--- config.mk ---
export PLATFORM = sky130hd
export DESIGN_NAME = lfsr_noise_fir_filter
export DESIGN_NICKNAME = d
export VERILOG_FILES = /design/src/hw/rtl/lnf_pkg.sv /design/src/hw/rtl/lnf_mac.sv /design/src/hw/rtl/lfsr_noise_fir_filter.sv
export SDC_FILE = /design/constraint.sdc
export NUM_CORES = 2
export LEC_CHECK = 0
export BUFFER_PORTS_ARGS = -buffer_cell sky130_fd_sc_hd__buf_2
export CAP_MARGIN = 20
export CORE_MARGIN = 2
export CORE_UTILIZATION = 31
export CTS_CLUSTER_SIZE = 20
export DETAILED_ROUTE_END_ITERATION = 10
export PLACE_DENSITY = 0.52
export SLEW_MARGIN = 40
export SYNTH_ARGS = -nofsm -noshare
export SYNTH_HDL_FRONTEND = slang
export SYNTH_SLANG_ARGS = --single-unit
--- constraint.sdc ---
create_clock -name clk -period 13.99 [get_ports clk]
set_clock_uncertainty 0.1 [all_clocks]
set_input_delay 0.6995 -clock clk [delete_from_list [all_inputs] [get_ports clk]]
set_output_delay 0.6995 -clock clk [all_outputs]
set_load 0.01 [all_outputs]
--- src/hw/rtl/lnf_pkg.sv ---
// ----------------------------------------------------------------------------
// LFSR noise FIR filter package
// Shared widths, reset values, request and register codes, and the control
// bundle that drives the multiply-accumulate unit.
// ----------------------------------------------------------------------------
package lnf_pkg;

	// Data widths of the sample path and the configuration registers.
	localparam int DATA_W    = 16;
	localparam int Q_FRAC    = 15;
	localparam int NOISE_W   = 15;
	localparam int TAPS_W    = 7;
	localparam int COEF_IX_W = 6;
	localparam int CFG_IX_W  = 1;

	// Default filter length.
	localparam int MAX_TAPS_DEF = 64;

	// Reset values.
	localparam logic [DATA_W-1:0]  LFSR_SEED   = 16'hFFFF;
	localparam logic [NOISE_W-1:0] NOISE_RESET = 15'd8000;
	localparam logic [TAPS_W-1:0]  TAPS_RESET  = 7'd41;

	// Saturation limits of the output sample.
	localparam int SAMPLE_MAX = 32767;
	localparam int SAMPLE_MIN = -32768;

	// Request codes carried by req_type.
	localparam logic REQ_TICK = 1'b0;
	localparam logic REQ_COEF = 1'b1;

	// Configuration register indexes.
	localparam logic [CFG_IX_W-1:0] CFG_NOISE_LEVEL = 1'b0;
	localparam logic [CFG_IX_W-1:0] CFG_TAPS_IN_USE = 1'b1;

	// Control bundle for the multiply-accumulate unit.
	typedef struct packed {
		logic clear;
		logic valid;
	} mac_ctrl_t;

endpackage

--- src/hw/rtl/lnf_mac.sv ---
// ----------------------------------------------------------------------------
// LFSR noise FIR multiply-accumulate unit
// One signed 16x16 multiplier with a registered product, followed by a wide
// accumulator. Used once per tap under control of the top-level sequencer.
// ----------------------------------------------------------------------------
module lnf_mac #(
	parameter int ACC_W = 38
) (
	input  logic                                clk,
	input  logic                                arst_n,
	input  lnf_pkg::mac_ctrl_t                  ctrl,
	input  logic signed [lnf_pkg::DATA_W-1:0]   a,
	input  logic signed [lnf_pkg::DATA_W-1:0]   b,
	output logic signed [ACC_W-1:0]             acc,
	output logic                                busy
);
	import lnf_pkg::*;

	logic signed [2*DATA_W-1:0] prod_s2;
	logic                       v_s2;
	logic signed [ACC_W-1:0]    acc_q;

	// Product register; the payload needs no reset.
	always_ff @(posedge clk) begin
		prod_s2 <= a * b;
	end

	// Product valid flag and accumulator.
	always_ff @(posedge clk or negedge arst_n) begin
		if (!arst_n) begin
			v_s2  <= 1'b0;
			acc_q <= '0;
		end else begin
			v_s2 <= ctrl.valid;
			if (ctrl.clear) begin
				acc_q <= '0;
			end else if (v_s2) begin
				acc_q <= acc_q + ACC_W'(prod_s2);
			end
		end
	end

	assign acc  = acc_q;
	assign busy = v_s2;

endmodule

--- src/hw/rtl/lfsr_noise_fir_filter.sv ---
// ----------------------------------------------------------------------------
// LFSR noise FIR filter
// A 16-bit LFSR makes a plus or minus noise sample on each sample tick; the
// sample enters a delay line and an FIR sum over the programmed taps gives a
// saturated 16-bit output sample. Coefficient writes load the Q15 table.
// ----------------------------------------------------------------------------
//
//   Channel  Handshake             Payload
//   -------  --------------------  ------------------------------------
//   in       in_valid / in_stall   req_type, coef_index, coef_value
//   out      out_valid / out_stall sample
//   cfg      cfg_valid / cfg_ready cfg_index, cfg_data
//
// A coefficient write leaves the block ready.
// A sample tick runs min(taps_in_use, MAX_TAPS) multiply-accumulates, one per tap,
// through the single shared multiplier.
// Reset clears the valid bits of both tables at once; no clearing pass.
// A stalled output beat holds the finished sample; the next input beat is
// still taken, and a new result waits until the output register frees.
// ----------------------------------------------------------------------------
module lfsr_noise_fir_filter #(
	parameter int MAX_TAPS = lnf_pkg::MAX_TAPS_DEF
) (
	input  logic                                   clk,
	input  logic                                   arst_n,
	// Input channel
	input  logic                                   in_valid,
	output logic                                   in_stall,
	input  logic                                   req_type,
	input  logic [lnf_pkg::COEF_IX_W-1:0]          coef_index,
	input  logic signed [lnf_pkg::DATA_W-1:0]      coef_value,
	// Output channel
	output logic                                   out_valid,
	input  logic                                   out_stall,
	output logic signed [lnf_pkg::DATA_W-1:0]      sample,
	// Configuration channel
	input  logic                                   cfg_valid,
	output logic                                   cfg_ready,
	input  logic [lnf_pkg::CFG_IX_W-1:0]           cfg_index,
	input  logic [lnf_pkg::NOISE_W-1:0]            cfg_data
);
	import lnf_pkg::*;

	localparam int AW    = $clog2(MAX_TAPS);
	localparam int CW    = $clog2(MAX_TAPS + 1);
	localparam int TW    = (CW > TAPS_W) ? CW : TAPS_W;
	localparam int IXW   = (AW > COEF_IX_W) ? AW : COEF_IX_W;
	localparam int ACC_W = 2 * DATA_W + $clog2(MAX_TAPS);
	localparam logic signed [ACC_W-1:0] SAT_HI  = ACC_W'(SAMPLE_MAX);
	localparam logic signed [ACC_W-1:0] SAT_LO  = ACC_W'(SAMPLE_MIN);
	localparam logic signed [ACC_W-1:0] RND_NEG = ACC_W'((1 << Q_FRAC) - 1);

	typedef enum logic [1:0] {
		ST_IDLE,
		ST_RUN,
		ST_DRAIN
	} state_t;

	state_t                    state_q;
	logic [NOISE_W-1:0]        noise_level_q;
	logic [TAPS_W-1:0]         taps_q;
	logic [DATA_W-1:0]         lfsr_q;
	logic [AW-1:0]             wp_q;
	logic [AW-1:0]             rp_q;
	logic [CW-1:0]             k_q;
	logic [CW-1:0]             n_q;
	logic                      out_valid_q;
	logic signed [DATA_W-1:0]  sample_q;

	logic [DATA_W-1:0]         dl_mem [MAX_TAPS];
	logic [DATA_W-1:0]         cf_mem [MAX_TAPS];
	logic [MAX_TAPS-1:0]       dl_vld_q;
	logic [MAX_TAPS-1:0]       cf_vld_q;

	logic [DATA_W-1:0]         dl_s1;
	logic [DATA_W-1:0]         cf_s1;
	logic                      dlv_s1;
	logic                      cfv_s1;
	logic                      issue_s1;

	logic                      in_acc;
	logic                      tick_acc;
	logic                      coef_acc;
	logic                      coef_ok;
	logic [IXW-1:0]            idx_ext;
	logic [AW-1:0]             coef_addr;
	logic                      fb;
	logic [DATA_W-1:0]         lvl_ext;
	logic [DATA_W-1:0]         noise;
	logic [TW-1:0]             taps_ext;
	logic [CW-1:0]             n_sel;
	logic                      issue;
	logic [AW-1:0]             tap_addr;
	logic signed [DATA_W-1:0]  op_a;
	logic signed [DATA_W-1:0]  op_b;
	mac_ctrl_t                 mac_ctrl;
	logic signed [ACC_W-1:0]   acc;
	logic                      mac_busy;
	logic signed [ACC_W-1:0]   acc_rnd;
	logic signed [ACC_W-1:0]   acc_shf;
	logic signed [DATA_W-1:0]  sat_val;
	logic                      out_free;
	logic                      finish;

	// Handshakes.
	assign in_stall  = (state_q != ST_IDLE);
	assign cfg_ready = 1'b1;
	assign in_acc    = in_valid && !in_stall;
	assign tick_acc  = in_acc && (req_type == REQ_TICK);
	assign coef_acc  = in_acc && (req_type == REQ_COEF);

	// Coefficient writes beyond the table are dropped.
	assign idx_ext   = IXW'(coef_index);
	assign coef_ok   = ({1'b0, idx_ext} < (IXW + 1)'(MAX_TAPS));
	assign coef_addr = AW'(idx_ext);

	// Noise sample from the current LFSR state and the next feedback bit.
	assign fb      = lfsr_q[0] ^ lfsr_q[1] ^ lfsr_q[11] ^ lfsr_q[13];
	assign lvl_ext = DATA_W'(noise_level_q);
	assign noise   = lfsr_q[0] ? (~lvl_ext + 1'b1) : lvl_ext;

	// Tap count, limited to the table length.
	assign taps_ext = TW'(taps_q);
	assign n_sel    = (taps_ext > TW'(MAX_TAPS)) ? CW'(MAX_TAPS) : CW'(taps_ext);

	// One tap read is issued per run cycle; tap k lives k entries behind the head.
	assign issue    = (state_q == ST_RUN) && (k_q != n_q);
	assign tap_addr = AW'(k_q);

	// Configuration registers.
	always_ff @(posedge clk or negedge arst_n) begin
		if (!arst_n) begin
			noise_level_q <= NOISE_RESET;
			taps_q        <= TAPS_RESET;
		end else if (cfg_valid && cfg_ready) begin
			case (cfg_index)
				CFG_NOISE_LEVEL: noise_level_q <= cfg_data;
				CFG_TAPS_IN_USE: taps_q        <= cfg_data[TAPS_W-1:0];
				default: ;
			endcase
		end
	end

	// Delay line memory: written at the head on a tick, read one tap per cycle.
	always_ff @(posedge clk) begin
		if (tick_acc) begin
			dl_mem[wp_q] <= noise;
		end
		dl_s1 <= dl_mem[rp_q];
	end

	// Coefficient memory: written by coefficient beats, read one tap per cycle.
	always_ff @(posedge clk) begin
		if (coef_acc && coef_ok) begin
			cf_mem[coef_addr] <= coef_value;
		end
		cf_s1 <= cf_mem[tap_addr];
	end

	// Entry valid bits; an entry never written reads as zero.
	always_ff @(posedge clk or negedge arst_n) begin
		if (!arst_n) begin
			dl_vld_q <= '0;
			cf_vld_q <= '0;
			dlv_s1   <= 1'b0;
			cfv_s1   <= 1'b0;
			issue_s1 <= 1'b0;
		end else begin
			if (tick_acc) begin
				dl_vld_q[wp_q] <= 1'b1;
			end
			if (coef_acc && coef_ok) begin
				cf_vld_q[coef_addr] <= 1'b1;
			end
			dlv_s1   <= dl_vld_q[rp_q];
			cfv_s1   <= cf_vld_q[tap_addr];
			issue_s1 <= issue;
		end
	end

	// Operands for the shared multiply-accumulate unit.
	assign op_a           = dlv_s1 ? $signed(dl_s1) : '0;
	assign op_b           = cfv_s1 ? $signed(cf_s1) : '0;
	assign mac_ctrl.clear = tick_acc;
	assign mac_ctrl.valid = issue_s1;

	lnf_mac #(
		.ACC_W (ACC_W)
	) u_mac (
		.clk    (clk),
		.arst_n (arst_n),
		.ctrl   (mac_ctrl),
		.a      (op_a),
		.b      (op_b),
		.acc    (acc),
		.busy   (mac_busy)
	);

	// Shift right by the fraction width, truncating toward zero, then saturate.
	assign acc_rnd = acc + (acc[ACC_W-1] ? RND_NEG : '0);
	assign acc_shf = acc_rnd >>> Q_FRAC;
	always_comb begin
		if (acc_shf > SAT_HI) begin
			sat_val = DATA_W'(SAT_HI);
		end else if (acc_shf < SAT_LO) begin
			sat_val = DATA_W'(SAT_LO);
		end else begin
			sat_val = DATA_W'(acc_shf);
		end
	end

	assign out_free = !out_valid_q || !out_stall;
	assign finish   = (state_q == ST_DRAIN) && !issue_s1 && !mac_busy && out_free;

	// Sequencer, pointers, LFSR and the output register.
	always_ff @(posedge clk or negedge arst_n) begin
		if (!arst_n) begin
			state_q     <= ST_IDLE;
			lfsr_q      <= LFSR_SEED;
			wp_q        <= '0;
			rp_q        <= '0;
			k_q         <= '0;
			n_q         <= '0;
			out_valid_q <= 1'b0;
			sample_q    <= '0;
		end else begin
			// The output beat leaves unless a new sample replaces it at once.
			if (out_valid_q && !out_stall && !finish) begin
				out_valid_q <= 1'b0;
			end
			case (state_q)
				ST_IDLE: begin
					if (tick_acc) begin
						lfsr_q  <= {lfsr_q[DATA_W-2:0], fb};
						rp_q    <= wp_q;
						wp_q    <= (wp_q == AW'(MAX_TAPS - 1)) ? '0 : wp_q + 1'b1;
						k_q     <= '0;
						n_q     <= n_sel;
						state_q <= ST_RUN;
					end
				end
				ST_RUN: begin
					if (issue) begin
						k_q  <= k_q + 1'b1;
						rp_q <= (rp_q == '0) ? AW'(MAX_TAPS - 1) : rp_q - 1'b1;
					end else begin
						state_q <= ST_DRAIN;
					end
				end
				ST_DRAIN: begin
					if (finish) begin
						sample_q    <= sat_val;
						out_valid_q <= 1'b1;
						state_q     <= ST_IDLE;
					end
				end
				default: state_q <= ST_IDLE;
			endcase
		end
	end

	assign out_valid = out_valid_q;
	assign sample    = sample_q;

`ifndef SYNTHESIS
	// The multiplier pipeline only runs while a tick is in progress.
	a_mac_idle: assert property (@(posedge clk) disable iff (!arst_n)
		mac_busy |-> in_stall)
		else $error("multiply-accumulate active while input is open");

	// The tap counter never runs past the latched tap count.
	a_tap_bound: assert property (@(posedge clk) disable iff (!arst_n)
		k_q <= n_q)
		else $error("tap counter beyond tap count");

	// A coefficient beat leaves the block ready in the next cycle.
	a_coef_one_cycle: assert property (@(posedge clk) disable iff (!arst_n)
		coef_acc |=> !in_stall)
		else $error("coefficient write did not complete in one cycle");

	// A result appears only as the drain state completes.
	a_result_src: assert property (@(posedge clk) disable iff (!arst_n)
		$rose(out_valid) |-> $past(state_q == ST_DRAIN))
		else $error("result raised outside the drain state");
`endif

endmodule
==> qor.txt <==
Worst path required time: 14650 ps
Setup TNS: 0 ps
First-pass GRT wire length: 380.3 mm
Flop pwr share: 39.5%
Initial antenna violation count: 27
Min Tclk post-route: 7315 ps
Final Hold Violating Endpoints: 0
Compound-Gate Fraction of Synth Area: 2.158%
Final period util: 52.28%
Max_cap viols: 0
Share of layout cells above drive strength 1: 27.61%
CTS tree: built
Clk pwr share: 32.3%
Clock Path Buffers: 4
Sequential area share after synthesis: 67.63%
Max-slew headroom: 41.97%
Area of the core: 327700 um^2
Final std cells w/o fill: 10410
Final setup vio count: 0
Iteration count of the initial detailed-routing pass: 7
Num ports: 63
Setup slack, reg-to-reg: 6680 ps
Net switching power: 6585 uW
Vias per cell: 4.943
DIE HEIGHT: 578.1 um
Number of routed nets with antenna violations: 0
Largest net degree at the start of global routing: 87
Final HPWL DP: 158.1 mm
Max Clock Freq: 136.7 MHz
Initial Util: 31.18%
Nets: 6281
Max VDD drop: 146.9 uV
R2R Path End: u_mac.prod_s2[31]
I/O Buffers: 61
Internal cell power: 14640 uW
Mux cell area share after synthesis: 15.77%
Critical Path Start Type: register
Routed wire length: 259.1 mm
Filler cells: 30340
Switching share of total power: 31.03%
CTS Sinks: 2363
Actual slew at the worst max-slew pin: 865.3 ps
Hold WC Path Type: input pin to register
R2R cell count: 22
FF+latch area: 69120 um^2
Initial DRC count: 4341
Synth Net Count: 5986
Setup crit end: u_mac.prod_s2[31]
Multi-input logic area: 31270 um^2
Yosys reg bits: 2363
H-tree level count: 5
CP Max Fanout: 38
Critical Path AT: 7980 ps
Post-placement cell count: 9897
Resize count post-CTS: 0
Post-Synth Adder-Cell Area: 6.844%
Clk root buf: clkbuf_16
Placer's final routability congestion estimate: 0.8845
WL per Instance: 24.90 um
Synth warnings: 0
Hold Crit Start: cfg_data[5]
Post-Syn Instances: 5541
Power Density: 179.9 nW/um^2
Post-CTS Setup Bufs: 0
Worst skew pair latency: 880 ps
Remaining DRCs: 0
Xor/xnor share of the synthesized area: 0.9002%
Worst flop-to-flop path startpoint: cfv_s1
Post-synthesis cell area: 102200 um^2
Critical Path End Type: register
Status: completed
DIE AREA: 334200 um^2
Simple-gate portion of the synthesized area: 4.440%
RSZ-0062 raised after global routing: false
Gr usage total: 15.53%
Post-synth EDFFs: 2048
Post-synth cell types: 79
Area grow syn2layout: 15.48%
Hold-fix buffers at CTS: 12
Post-synth top flop: edfxtp_1
Critical path startpoint: cfv_s1
Combinational power share: 28.2%
Via count: 51440
Clk slew on worst S/H paths: 60 ps
Grt ovf: 0
Total CTS buffers: 267
Vias in the first global route: 54240
Fraction of registers with async set/reset: 10.62%
Cell row count: 210
Die W: 578.1 um
Avg Synthesized Cell Area: 18.44 um^2
CP Class: register to register
Leak: 0.04082 uW
Pins Over Slew Limit: 0
Largest family of logic cells by synthesized area: multiplexers
## cell type report
type / instances / area share, %
clock buffers: 350 / 6.093
inverters: 328 / 1.044
multi-input cells: 2592 / 26.50
flip-flops and latches: 2363 / 58.59
repair buffers: 284 / 1.966
diodes: 12 / 0.02545
clock inverters: 131 / 1.171
well taps: 4346 / 4.609
## cells in the final DEF (no fill, tap or decap), drive strengths merged, types with 10 or more instances in the layout
cell         count
and2            32
dlygate4sd3     12
nor2b           23
a221oi          20
xnor2           71
a21oi           82
clkinv          92
fa             263
nor2           362
mux4           678
o21bai          14
nand4           14
o21a            11
or3             10
a211oi          13
o211ai          21
edfxtp        2048
inv            343
bufinv          18
or2            133
nand2b          14
a21o            30
nor3            17
ha             138
a31oi           13
nand2          304
buf            272
dfstp           23
dfxtp           64
and3            12
mux2i           59
dfrtp          228
clkbuf         350
mux2            22
diode           12
o21ai           72
xor2            34
nand3           49
## how the worst min path moves through the flow
stage | end | slack, ps | depth (start not counted)
after floorplan | u_mac.busy | 250 | 0
after global placement | u_mac.busy | 260 | 0
after detailed placement | u_mac.busy | 270 | 0
after CTS | wp_q[1] | 20 | 4
after global routing | taps_ext[5] | 40 | 2
final | taps_ext[5] | 60 | 2
## metal layers
layer / up-vias / track usage [%] / wire length, um
met3: 329 / 2.477 / 13660
met1: 27860 / 21.07 / 111100
li1: 22000 / - / -
met4: 18 / 3.875 / 6192
met5: - / 0 / 113
met2: 1236 / 26.05 / 128000
## flip-flops by register name, summed over array words and instances (netlist names), 14 cells and up
register and count:
cf_mem 1024, dl_mem 1024, cf_vld_q 64, dl_vld_q 64, u_mac.acc 38, u_mac.prod_s2 32
cf_s1 16, dl_s1 16, sample 16, noise_level_q 15, lfsr_q 14
## worst max-delay path, cell delays in order (launching register included)
cell,delay (ps)
dfrtp_1,320
buf_4,320
nand2_1,450
nor2_1,310
fa_1,510
fa_1,850
fa_1,530
fa_1,500
fa_1,500
inv_1,50
fa_1,470
inv_1,40
ha_1,350
a21o_1,190
a21o_1,170
a21o_1,180
a21o_1,180
or3_1,340
o22ai_1,240
o31a_1,210
o21bai_1,80
a21oi_1,170
xnor2_1,140
## cells by family after synthesis
group	Yosys count
compound gates	330
xor+xnor	105
fa+ha+maj	401
simple gates	996
flops	2363
buf+inv	586
mux	759
other cells	1
## power groups by stage
stage	clock network, uW	logic [uW]	registers [uW]
after global routing	7310	6440	8430
after global placement	0	5960	8570
after floorplan	0	4140	8290
final	6860	5980	8380
after detailed placement	0	6080	8540
after CTS	7040	6090	8390
## through the flow
| step | total power [uW] | area, um^2 | hold slack, ps | utilization [%] | setup slack (ps) |
|---|---|---|---|---|---|
| 2_1_floorplan | 12430 | 102200 | 248.0 | - | 7329 |
| 3_3_place_gp | 14520 | 108800 | 256.4 | 33.21 | 6676 |
| 3_5_place_dp | 14620 | 109200 | 267.8 | 33.32 | 6693 |
| 4_1_cts | 21520 | 117900 | 16.52 | 35.97 | 6657 |
| 5_1_grt | 22170 | 118000 | 43.45 | 36.00 | 6252 |
| 6_report | 21220 | 118000 | 63.80 | 36.01 | 6675 |
## synth_stat cells (all sizes together) (6+ instances only)
| cell type | number | area (um^2) |
|---|---|---|
| edfxtp | 2048 | 61500 |
| mux4 | 678 | 15270 |
| nor2 | 362 | 1359 |
| inv | 327 | 1227 |
| nand2 | 304 | 1141 |
| fa | 263 | 5265 |
| dfrtp | 228 | 5705 |
| clkbuf | 161 | 608.1 |
| ha | 138 | 1727 |
| or2 | 133 | 832.1 |
| buf | 97 | 467.9 |
| a21oi | 82 | 429.2 |
| o21ai | 72 | 360.3 |
| xnor2 | 71 | 621.9 |
| dfxtp | 64 | 1281 |
| mux2i | 59 | 590.6 |
| nand3 | 49 | 245.2 |
| xor2 | 34 | 297.8 |
| and2 | 32 | 200.2 |
| a21o | 30 | 225.2 |
| dfstp | 23 | 604.3 |
| nor2b | 23 | 146.4 |
| mux2 | 22 | 247.7 |
| o211ai | 21 | 176.4 |
| a221oi | 20 | 181.4 |
| nor3 | 17 | 85.08 |
| nand2b | 14 | 87.58 |
| nand4 | 14 | 93.84 |
| o21bai | 14 | 105.1 |
| a211oi | 13 | 102.6 |
| a31oi | 13 | 81.33 |
| and3 | 12 | 75.07 |
| o21a | 11 | 83.83 |
| or3 | 10 | 62.56 |
| a22oi | 8 | 60.06 |
| o22ai | 8 | 50.05 |
| o31ai | 8 | 60.06 |
| nand3b | 6 | 45.04 |
No activity file was read; power rests on OpenSTA's default activity.
